**src/bde_pkg.sv**
```systemverilog
// ----------------------------------------------------------------------------
// bde_pkg
// Shared types and codes for the bounded deque engine: request operation
// codes, result status codes and the result record.
// ----------------------------------------------------------------------------
package bde_pkg;

  localparam int OP_W     = 3;
  localparam int DATA_W   = 32;
  localparam int STATUS_W = 2;

  // Request operation codes
  localparam logic [OP_W-1:0] OP_PUSH_FRONT = 3'd0;
  localparam logic [OP_W-1:0] OP_PUSH_BACK  = 3'd1;
  localparam logic [OP_W-1:0] OP_POP_FRONT  = 3'd2;
  localparam logic [OP_W-1:0] OP_POP_BACK   = 3'd3;
  localparam logic [OP_W-1:0] OP_DUMP       = 3'd4;

  // Result status codes
  localparam logic [STATUS_W-1:0] STATUS_OK    = 2'd0;
  localparam logic [STATUS_W-1:0] STATUS_FULL  = 2'd1;
  localparam logic [STATUS_W-1:0] STATUS_EMPTY = 2'd2;

  typedef struct packed {
    logic signed [DATA_W-1:0] element;
    logic [STATUS_W-1:0]      status;
    logic                     last;
  } result_t;

endpackage

```
**src/bde_req_if.sv**
```systemverilog
// ----------------------------------------------------------------------------
// bde_req_if
// Request channel: valid/ready handshake with operation and push value.
// ----------------------------------------------------------------------------
interface bde_req_if;
  logic                                 valid;
  logic                                 ready;
  logic [bde_pkg::OP_W-1:0]             operation;
  logic signed [bde_pkg::DATA_W-1:0]    value;

  modport source (output valid, output operation, output value, input ready);
  modport sink   (input valid, input operation, input value, output ready);
endinterface

```
**src/bde_res_if.sv**
```systemverilog
// ----------------------------------------------------------------------------
// bde_res_if
// Result channel: valid/ready handshake with element, status and last flag.
// ----------------------------------------------------------------------------
interface bde_res_if;
  logic                                 valid;
  logic                                 ready;
  logic signed [bde_pkg::DATA_W-1:0]    element;
  logic [bde_pkg::STATUS_W-1:0]         status;
  logic                                 last;

  modport source (output valid, output element, output status, output last, input ready);
  modport sink   (input valid, input element, input status, input last, output ready);
endinterface

```
**src/bde_store.sv**
```systemverilog
// ----------------------------------------------------------------------------
// bde_store
// Ring entry store: one write port and one registered read port with read
// enable, so the read data holds until the next read.
// ----------------------------------------------------------------------------
module bde_store #(
  parameter int DEPTH = 32,
  parameter int AW    = 5
) (
  input  logic                              clk,
  input  logic                              we,
  input  logic [AW-1:0]                     waddr,
  input  logic signed [bde_pkg::DATA_W-1:0] wdata,
  input  logic                              re,
  input  logic [AW-1:0]                     raddr,
  output logic signed [bde_pkg::DATA_W-1:0] rdata
);

  logic signed [bde_pkg::DATA_W-1:0] mem [DEPTH];

  // Write entry
  always_ff @(posedge clk) begin
    if (we) begin
      mem[waddr] <= wdata;
    end
  end

  // Read entry, hold data between reads
  always_ff @(posedge clk) begin
    if (re) begin
      rdata <= mem[raddr];
    end
  end

endmodule

```
**src/bde_out_reg.sv**
```systemverilog
// ----------------------------------------------------------------------------
// bde_out_reg
// Result output register: holds one result until the sink takes it and
// reports when a new result may be loaded.
// ----------------------------------------------------------------------------
module bde_out_reg (
  input  logic              clk,
  input  logic              rst,
  input  logic              load,
  input  bde_pkg::result_t  data,
  output logic              space,
  bde_res_if.source         rsp
);

  logic             valid;
  bde_pkg::result_t held;

  // Free when empty or being drained this cycle
  assign space = !valid || rsp.ready;

  // Track occupancy
  always_ff @(posedge clk) begin
    if (rst) begin
      valid <= 1'b0;
    end else if (space) begin
      valid <= load;
    end
  end

  // Capture payload
  always_ff @(posedge clk) begin
    if (load && space) begin
      held <= data;
    end
  end

  assign rsp.valid   = valid;
  assign rsp.element = held.element;
  assign rsp.status  = held.status;
  assign rsp.last    = held.last;

endmodule

```
**src/bounded_deque_engine_core.sv**
```systemverilog
// ----------------------------------------------------------------------------
// bounded_deque_engine_core
// Double-ended queue of signed 32-bit values in a ring store with a front
// index and an entry count.
// ----------------------------------------------------------------------------
// One request is handled at a time. A push or pop gives one status result
// (full on a refused push, empty on a pop of an empty queue, ok otherwise);
// codes 5 to 7 are taken and dropped without a result. A dump first issues
// a read of the store at the front entry, whose registered read data arrives
// in the next cycle, then gives one result per cycle from front to back while
// the sink keeps up, with last set on the back entry; a dump of an empty
// queue gives one empty result. Results pass through an output register, so
// a stalled sink holds back both new requests and the dump.
module bounded_deque_engine_core #(
  parameter int CAPACITY = 32
) (
  input  logic       clk,
  input  logic       rst,
  bde_req_if.sink    req,
  bde_res_if.source  rsp
);

  localparam int AW = (CAPACITY > 1) ? $clog2(CAPACITY) : 1;
  localparam int CW = $clog2(CAPACITY + 1);
  localparam logic [AW:0]   CAP_SUM  = (AW + 1)'(CAPACITY);
  localparam logic [AW-1:0] LAST_POS = AW'(CAPACITY - 1);
  localparam logic [CW-1:0] CAP_CNT  = CW'(CAPACITY);

  localparam logic S_IDLE = 1'b0;
  localparam logic S_DUMP = 1'b1;

  logic          state, state_next;
  logic [AW-1:0] front_index, front_index_next;
  logic [CW-1:0] entry_count, entry_count_next;
  logic [AW-1:0] dump_idx, dump_idx_next;

  logic                              we, re;
  logic [AW-1:0]                     waddr, raddr;
  logic signed [bde_pkg::DATA_W-1:0] rdata;

  logic             load, space;
  bde_pkg::result_t res;
  logic             accept, is_full, is_empty, dump_last;
  logic [AW-1:0]    dump_idx_inc;

  // Position off entries after base, wrapped around the ring
  function automatic logic [AW-1:0] ring_pos(input logic [AW-1:0] base,
                                             input logic [AW-1:0] off);
    logic [AW:0] s;
    s = {1'b0, base} + {1'b0, off};
    if (s >= CAP_SUM) begin
      s = s - CAP_SUM;
    end
    return s[AW-1:0];
  endfunction

  bde_store #(.DEPTH(CAPACITY), .AW(AW)) u_store (
    .clk   (clk),
    .we    (we),
    .waddr (waddr),
    .wdata (req.value),
    .re    (re),
    .raddr (raddr),
    .rdata (rdata)
  );

  bde_out_reg u_out (
    .clk   (clk),
    .rst   (rst),
    .load  (load),
    .data  (res),
    .space (space),
    .rsp   (rsp)
  );

  assign req.ready    = (state == S_IDLE) && space;
  assign accept       = req.valid && req.ready;
  assign is_full      = (entry_count == CAP_CNT);
  assign is_empty     = (entry_count == '0);
  assign dump_idx_inc = dump_idx + AW'(1);
  assign dump_last    = ({1'b0, dump_idx} + (AW + 1)'(1)) == (AW + 1)'(entry_count);

  // Decode request, advance dump, drive store and result
  always_comb begin
    state_next       = state;
    front_index_next = front_index;
    entry_count_next = entry_count;
    dump_idx_next    = dump_idx;
    we               = 1'b0;
    waddr            = front_index;
    re               = 1'b0;
    raddr            = front_index;
    load             = 1'b0;
    res.element      = '0;
    res.status       = bde_pkg::STATUS_OK;
    res.last         = 1'b1;

    unique case (state)
      S_IDLE: begin
        if (accept) begin
          unique case (req.operation)
            bde_pkg::OP_PUSH_FRONT: begin
              load = 1'b1;
              if (is_full) begin
                res.status = bde_pkg::STATUS_FULL;
              end else begin
                front_index_next = (front_index == '0) ? LAST_POS : front_index - AW'(1);
                we               = 1'b1;
                waddr            = front_index_next;
                entry_count_next = entry_count + CW'(1);
              end
            end
            bde_pkg::OP_PUSH_BACK: begin
              load = 1'b1;
              if (is_full) begin
                res.status = bde_pkg::STATUS_FULL;
              end else begin
                we               = 1'b1;
                waddr            = ring_pos(front_index, entry_count[AW-1:0]);
                entry_count_next = entry_count + CW'(1);
              end
            end
            bde_pkg::OP_POP_FRONT: begin
              load = 1'b1;
              if (is_empty) begin
                res.status = bde_pkg::STATUS_EMPTY;
              end else begin
                front_index_next = (front_index == LAST_POS) ? '0 : front_index + AW'(1);
                entry_count_next = entry_count - CW'(1);
              end
            end
            bde_pkg::OP_POP_BACK: begin
              load = 1'b1;
              if (is_empty) begin
                res.status = bde_pkg::STATUS_EMPTY;
              end else begin
                entry_count_next = entry_count - CW'(1);
              end
            end
            bde_pkg::OP_DUMP: begin
              if (is_empty) begin
                load       = 1'b1;
                res.status = bde_pkg::STATUS_EMPTY;
              end else begin
                re            = 1'b1;
                raddr         = front_index;
                dump_idx_next = '0;
                state_next    = S_DUMP;
              end
            end
            default: begin
              // drop undefined codes
            end
          endcase
        end
      end
      S_DUMP: begin
        // Read data for dump_idx is held in the store until taken
        if (space) begin
          load        = 1'b1;
          res.element = rdata;
          res.last    = dump_last;
          if (dump_last) begin
            state_next = S_IDLE;
          end else begin
            dump_idx_next = dump_idx_inc;
            re            = 1'b1;
            raddr         = ring_pos(front_index, dump_idx_inc);
          end
        end
      end
      default: begin
        state_next = S_IDLE;
      end
    endcase
  end

  // Update control state
  always_ff @(posedge clk) begin
    if (rst) begin
      state       <= S_IDLE;
      front_index <= '0;
      entry_count <= '0;
      dump_idx    <= '0;
    end else begin
      state       <= state_next;
      front_index <= front_index_next;
      entry_count <= entry_count_next;
      dump_idx    <= dump_idx_next;
    end
  end

endmodule
```
**src/flat_wrapper.sv**
```systemverilog
// flat-port wrapper written by rule: the top's interface ports become plain ports
module bounded_deque_engine_core_flat 
#(
  parameter int CAPACITY = 32
)
  (clk, rst, req_valid, req_operation, req_value, req_ready, rsp_valid, rsp_element, rsp_status, rsp_last, rsp_ready);
  bde_req_if req_i ();
  bde_res_if rsp_i ();
  input  logic clk;
  input  logic rst;
  input wire logic [$bits(req_i.valid)-1:0] req_valid;
  input wire logic [$bits(req_i.operation)-1:0] req_operation;
  input wire logic [$bits(req_i.value)-1:0] req_value;
  output wire logic [$bits(req_i.ready)-1:0] req_ready;
  output wire logic [$bits(rsp_i.valid)-1:0] rsp_valid;
  output wire logic [$bits(rsp_i.element)-1:0] rsp_element;
  output wire logic [$bits(rsp_i.status)-1:0] rsp_status;
  output wire logic [$bits(rsp_i.last)-1:0] rsp_last;
  input wire logic [$bits(rsp_i.ready)-1:0] rsp_ready;
  assign req_i.valid = req_valid;
  assign req_i.operation = req_operation;
  assign req_i.value = req_value;
  assign req_ready = req_i.ready;
  assign rsp_valid = rsp_i.valid;
  assign rsp_element = rsp_i.element;
  assign rsp_status = rsp_i.status;
  assign rsp_last = rsp_i.last;
  assign rsp_i.ready = rsp_ready;
  bounded_deque_engine_core #(.CAPACITY(CAPACITY)) u_core (.clk(clk), .rst(rst), .req(req_i), .rsp(rsp_i));
endmodule
```
**config.mk**
```make
export PLATFORM = sky130hd
export DESIGN_NAME = bounded_deque_engine_core_flat
export DESIGN_NICKNAME = d
export VERILOG_FILES = /design/src/bde_pkg.sv /design/src/bde_req_if.sv /design/src/bde_res_if.sv /design/src/bde_store.sv /design/src/bde_out_reg.sv /design/src/bounded_deque_engine_core.sv /design/src/flat_wrapper.sv
export SDC_FILE = /design/constraint.sdc
export NUM_CORES = 1
export LEC_CHECK = 0
export BUFFER_PORTS_ARGS = -buffer_cell sky130_fd_sc_hd__buf_2
export CAP_MARGIN = 0
export CORE_MARGIN = 2
export CORE_UTILIZATION = 63
export CTS_CLUSTER_DIAMETER = 40
export DETAILED_ROUTE_END_ITERATION = 10
export GPL_TIMING_DRIVEN = 1
export PLACE_DENSITY = 0.8
export SLEW_MARGIN = 10
export SYNTH_ARGS = -nofsm -noshare
export SYNTH_HDL_FRONTEND = slang
export SYNTH_SLANG_ARGS = --single-unit
```
**constraint.sdc**
```tcl
create_clock -name clk -period 7.3 [get_ports clk]
set_clock_uncertainty 0.2 [all_clocks]
set_input_delay 2.19 -clock clk [delete_from_list [all_inputs] [get_ports clk]]
set_output_delay 2.19 -clock clk [all_outputs]
set_load 0.03 [all_outputs]
```
Word level (Yosys, flattened, before mapping):

Memories as Yosys holds them, arrays and structs flattened. A register that Yosys moved wholly into a read port is not among the register bits.
Index checks and enable logic that the tools add are counted.

* add/sub/neg operators: 10
* $lt $le $gt $ge: 2
* eq/ne operators: 15
* muxes and demuxes: 45
* bitwise logic cells: 2
* reductions and logical operators: 19

Operators with widths (count)
* 5-bit two-way mux: 16
* 5-bit case mux with 2 select lines: 4
* 1-bit two-way mux: 16
* 5-bit by 1-bit subtractor with 5-bit output, second input constant: 3
* 2-bit inequality test, second input constant: 7
* 5-bit by 5-bit adder with 6-bit output: 2
* 6-bit >= comparator, second input constant: 2
* 6-bit two-way mux: 2
* 6-bit case mux with 2 select lines: 1
* 5-bit by 1-bit adder with 5-bit output, second input constant: 2
* 5-bit AND reduction: 2
* 1-bit case mux with 2 select lines: 4
* 5-bit by 1-bit adder with 6-bit output, second input constant: 1
* 6-bit by 1-bit adder with 6-bit output, second input constant: 1
* 3-bit by 2-bit equality test with 1-bit output, second input constant: 2
* 6-bit equality test: 1
* 6-bit equality test, second input constant: 1
* 6-bit zero test: 1
* 2-bit OR reduction: 3
* 6-bit by 1-bit subtractor with 6-bit output, second input constant: 1
* 5-bit equality test, second input constant: 1
* 5-bit zero test: 1
* 2-bit case mux with 2 select lines: 1
* 4-bit AND reduction: 1
* 13 further kinds: 17

* register bits: 53
* RAM bits: 1024
* input port bits: 39
* logic and storage cells: 102
* memories kept: 1

Memory list
* u_core.u_store.mem: depth 32, bits a word 32, rd ports 1, clocked after Yosys merged registers in 1, wr ports 1, line bde_store.sv:19 `logic signed [bde_pkg::DATA_W-1:0] mem [DEPTH];`

Depth between registers and ports, before layout:

* word-level depth: 8
* depth in mapped cells: 15
* mapped depth without buffers: 13

Cells and area by module:

From an unflattened synthesis, not the netlist that was laid out.

* cell total of the unflattened synthesis: 2573
* area, all modules: 43954.7 um2

By module, submodules not included
* bde_store: times used 1, cells each 2260, area each 40812.9 um2
* bounded_deque_engine_core: times used 1, cells each 273, area each 2035.7 um2
* bde_out_reg: times used 1, cells each 40, area each 1106.1 um2

Worst setup path before layout:

OpenSTA, ideal clock, no wires.

* kind: input port to flip-flop
* from: in rsp_ready
* to: mem u_core.u_store.mem[21][0] (netlist bit) (enable)
* library setup time: 425 ps
* arrival time: 5590 ps
* required time: 6675 ps
* slack: 1085 ps
* cell stages on the path: 10
* cell sequence: nor2b_1 -> nor2_1 -> nand2_1 -> or3_1 -> clkbuf_1 -> o21ai_0 -> o21ai_0 -> or2_2 -> clkbuf_1 -> nor2b_1

* word-level cells in the longest chain between the ends: 7

Ends and longest elaborated chain
* from (decl): line flat_wrapper.sv:19 `input wire logic [$bits(rsp_i.ready)-1:0] rsp_ready;`
* 1-bit logical OR *: line bde_out_reg.sv:19 `assign space = !valid || rsp.ready;`
* 1-bit logical AND *: line bounded_deque_engine_core.sv:76 `assign req.ready = (state == S_IDLE) && space;`
* named net req_ready: line flat_wrapper.sv:14 `output wire logic [$bits(req_i.ready)-1:0] req_ready;`
* 1-bit logical AND *: line bounded_deque_engine_core.sv:77 `assign accept = req.valid && req.ready;`
* 1-bit two-way mux: line bounded_deque_engine_core.sv:100 `if (accept) begin`
* 1-bit two-way mux: line bounded_deque_engine_core.sv:98 `unique case (state)`
* 1-bit two-way mux: line bde_store.sv:23 `if (we) begin`
* 1-bit two-way mux (not written as such): line bde_store.sv:24 `mem[waddr] <= wdata;`
* to (decl): line bde_store.sv:19

Mark *: on every way through the listed nets, which the timed path passes. The rest lies on a longest branch.

Worst setup path after layout:

* from: in rsp_ready
* to: mem u_core.u_store.mem[28][28] (netlist bit) (enable)

* word-level cells in the longest chain between the ends: 7

Ends and longest elaborated chain (line)
* 1-bit logical OR *: bde_out_reg.sv:19
* 1-bit logical AND *: bounded_deque_engine_core.sv:76
* 1-bit logical AND *: bounded_deque_engine_core.sv:77
* 1-bit two-way mux: bounded_deque_engine_core.sv:100
* 1-bit two-way mux: bounded_deque_engine_core.sv:98
* 1-bit two-way mux: bde_store.sv:23
* 1-bit two-way mux (not written as such): bde_store.sv:24

Every way passes the cells marked *; elsewhere a longest branch is shown, timed or not.

==> metrics.txt <==
status=complete, no violations; die area=0.07287 sq mm; htree depth=3; Rows=97; GP Congestion=0.9719; post-CTS setup buffers=0; vias in the first global route=26,450; DP Wirelength=66.49 mm; Synth Area in XOR/XNOR=0.4437%; Worst-Skew Late Latency=690 ps; GRT Util Overall=31.26%; post-layout util=a little under three quarters; mapped cell area=approximately 0.045 sq mm; area delta synth->final=12.96%; Clock Pin Slew Worst Setup and Hold Paths=60 ps; critical-path cell list=buf_2, nor2b_1, nor2_1, nand2_1, or3_1, o21ai_0, o21ai_0, nand2b_1, nor2_4, buf_4; Fill cells=4,089; Clock Power Share=approximately 43%; die width=approximately 270 um; grt total ovfl=0; Post-Synth Adder-Cell Area=0.5841%; Final Worst Setup Slack=1887 ps; crit path DAT=5590 ps; Core Footprint=0.07003 sq mm; number of diodes=0; Slew Limit Fails=0; YS warnings=0; Setup crit start kind=primary input; top_reg_cell synth=edfxtp_1; crit path launch=rsp_ready; initial antenna violation count=1; DR iter-0 viols=3,640; Placed Cells=3,730; Compound-Gate Fraction of Synth Area=8.960%; Routed wire per std cell=28.84 um; P_sw=between 3 and 4 mW; pre-CTS setup slack=1247 ps; asr flop ratio synth=0%; layout cells sized above 1=between 10 and 15%; CTS Buf Count=120; HP Start=u_core.u_store.rdata[9]$_DFFE_PP_; detailed-route DRC error count=0; clock sinks=1,109; Synth Instances=2,817; final WL=114.1 mm; Max Freq=around 180 MHz; largest family of logic cells by synthesized area=compound AO/OA/AOI/OAI gates; port bufs=75; Net Sw Frac=22.37%; origin of the critical flop-to-flop path=u_core.entry_count[0]$_SDFFE_PP0P_; final setup fails=0; Final Hold Fails=0; via count=approximately 27,000; CTS resizes=0; Hold WC Path Type=flop to flop; maximum vdd drop=0.0002165 V; # nets final=a little under 3,000; Slew HR=16.23%; Placed Area=0.04634 sq mm; Ports=76; TritonCTS clock tree=yes; crit-path leading delay family=simple AND/OR/NAND/NOR gates; CTS Hold Bufs=0; CP Buf/Inv Count=2; Max-Cap Viols=0; Yosys reg bits=1,109; Max clock buf depth=3; die height=269.9 um; setup TNS=0 ps; Seq/Total Area, Yosys=around 74%; ANT nets after route=0; mux contribution to synthesized area=under 10%; Critical Path Stages=10; number of detailed-route iterations in the first pass=6; Critical Path End Type=flop; Power Total=roughly 14 mW; Worst R2R Path Depth=8; P_leak=16.79 nW; Initial Util=63.63%; first-pass GRT wire length=168.3 mm; CP dominant cell by count=o21ai_0; Hold Path Depth=1; Sequential Power Share=50.3%; slowest stage delay, CP=920 ps; combinational share of power=between 6 and 7%; Layout Cells excl Fill=3,956; min cycle time layout=5413 ps; pwr/cell area=279.2 mW/mm^2; CP Class=primary input to flop; critical path required time=7480 ps; Simple-Gate Fraction of Synth Area=roughly 6.1%; Yosys cell types=69; number of flops mapped to enable cells by yosys=1,091; Internal=10.91 mW; Final Instance Area=0.05033 sq mm; worst slew pin tran=around 1300 ps; Worst Path Max Fanout=21; Slowest cell on crit path=nor2_4; DR vias/cell=6.746; RSZ-0062 raised after global routing=false; syn_area_per_cell=roughly 16 sq um; WHS=367.6 ps; Final Cycle Share=approximately 74%; CTS root buf=clkbuf_16; post-synthesis net count=2,875; pin count of the biggest net entering global routing=128
## cells in the mapped netlist, types with 4 or more instances
cell type,n,area [sq um]
a22oi_1,33,247.7
o22ai_1,32,200.2
inv_1,14,52.55
buf_2,69,345.3
buf_4,6,45.04
nor2_1,66,247.7
a21oi_1,120,600.6
a31oi_1,67,419.2
nor4_2,32,400.4
and3_1,34,212.7
xnor2_1,12,105.1
clkbuf_1,97,364.1
dfxtp_1,18,360.4
nor3_1,10,50.05
buf_6,7,78.83
nand2_1,380,1426
a21boi_1,47,352.8
o21ai_0,12,60.06
nor2b_1,9,56.30
a22o_1,96,840.8
nand3b_1,4,30.03
ha_1,16,200.2
o21ai_1,5,25.02
nand3_1,10,50.05
edfxtp_1,1091,32760
and2_1,4,25.02
nand2b_1,7,43.79
or3_1,11,68.82
a21boi_0,18,135.1
xor2_1,8,70.07
a32oi_1,97,849.6
mux2i_1,329,3293
nor3b_1,4,30.03
## sequential cells by signal (all words and copies together) (netlist names)
register and cells:
u_core.state 1, u_core.dump_idx 5, u_core.u_store.rdata 32, u_core.u_out.rsp.last 1
u_core.entry_count 6, u_core.u_out.rsp.status 2, u_core.front_index 5, u_core.u_out.rsp.element 32
u_core.u_store.mem 1024, u_core.u_out.rsp.valid 1
## layout by cell type (no fill, tap or decap), drive strengths merged, types with 35 or more instances in the layout
cell type	synthesis	final
a31oi	67	67
a22o	96	96
nand2	380	380
a21boi	65	65
buf	85	155
mux2i	331	331
a21oi	120	120
edfxtp	1091	1091
and3	35	35
a32oi	97	97
clkbuf	97	146
nor2	66	66
clkinv	1	46
## cells by family after synthesis
group,Yosys count
AO/OA/AOI/OAI,556
buffers and inverters,198
multiplexers,334
AND/OR/NAND/NOR,580
XOR/XNOR,21
flip-flops,1109
adder cells (fa/ha/maj),19
## routing by layer
metal	GRT usage [%]	part of all wire, %	vias up
li1	-	-	11230
met1	41.95	37	13270
met2	49.39	48	1845
met3	5.121	9.7	344
met4	17.51	5.9	0
met5	0	0	-
## cell type report
class                   count  area, sq um  area share (%)
clock inverters            80        894.6           1.777
clock buffers             146         3100           6.160
repair buffers            155         1089           2.163
flip-flops and latches   1109        33120           65.80
well taps                 940         1176           2.337
multi-input cells        1510        10890           21.64
inverters                  16        62.56          0.1243
## worst paths after layout
check        slack, ps                                   endpoint
max               1890       u_core.u_store.mem[28][28]$_DFFE_PP_
min                370  u_core.u_out.rsp.element[9]$_SDFFCE_PN0P_
max reg2reg       2240       u_core.u_store.mem[28][28]$_DFFE_PP_
min reg2reg        370  u_core.u_out.rsp.element[9]$_SDFFCE_PN0P_
## power groups by stage
stage | logic, mW | clock network (mW) | registers, mW
after floorplan | 0.503 | 0 | 7.23
after global placement | 0.864 | 0 | 7.21
after detailed placement | 0.896 | 0 | 7.21
after CTS | 0.903 | 6.09 | 7.07
after global routing | 0.964 | 6.34 | 7.08
final | 0.917 | 6.06 | 7.08
No activity file was read; power rests on OpenSTA's default activity.
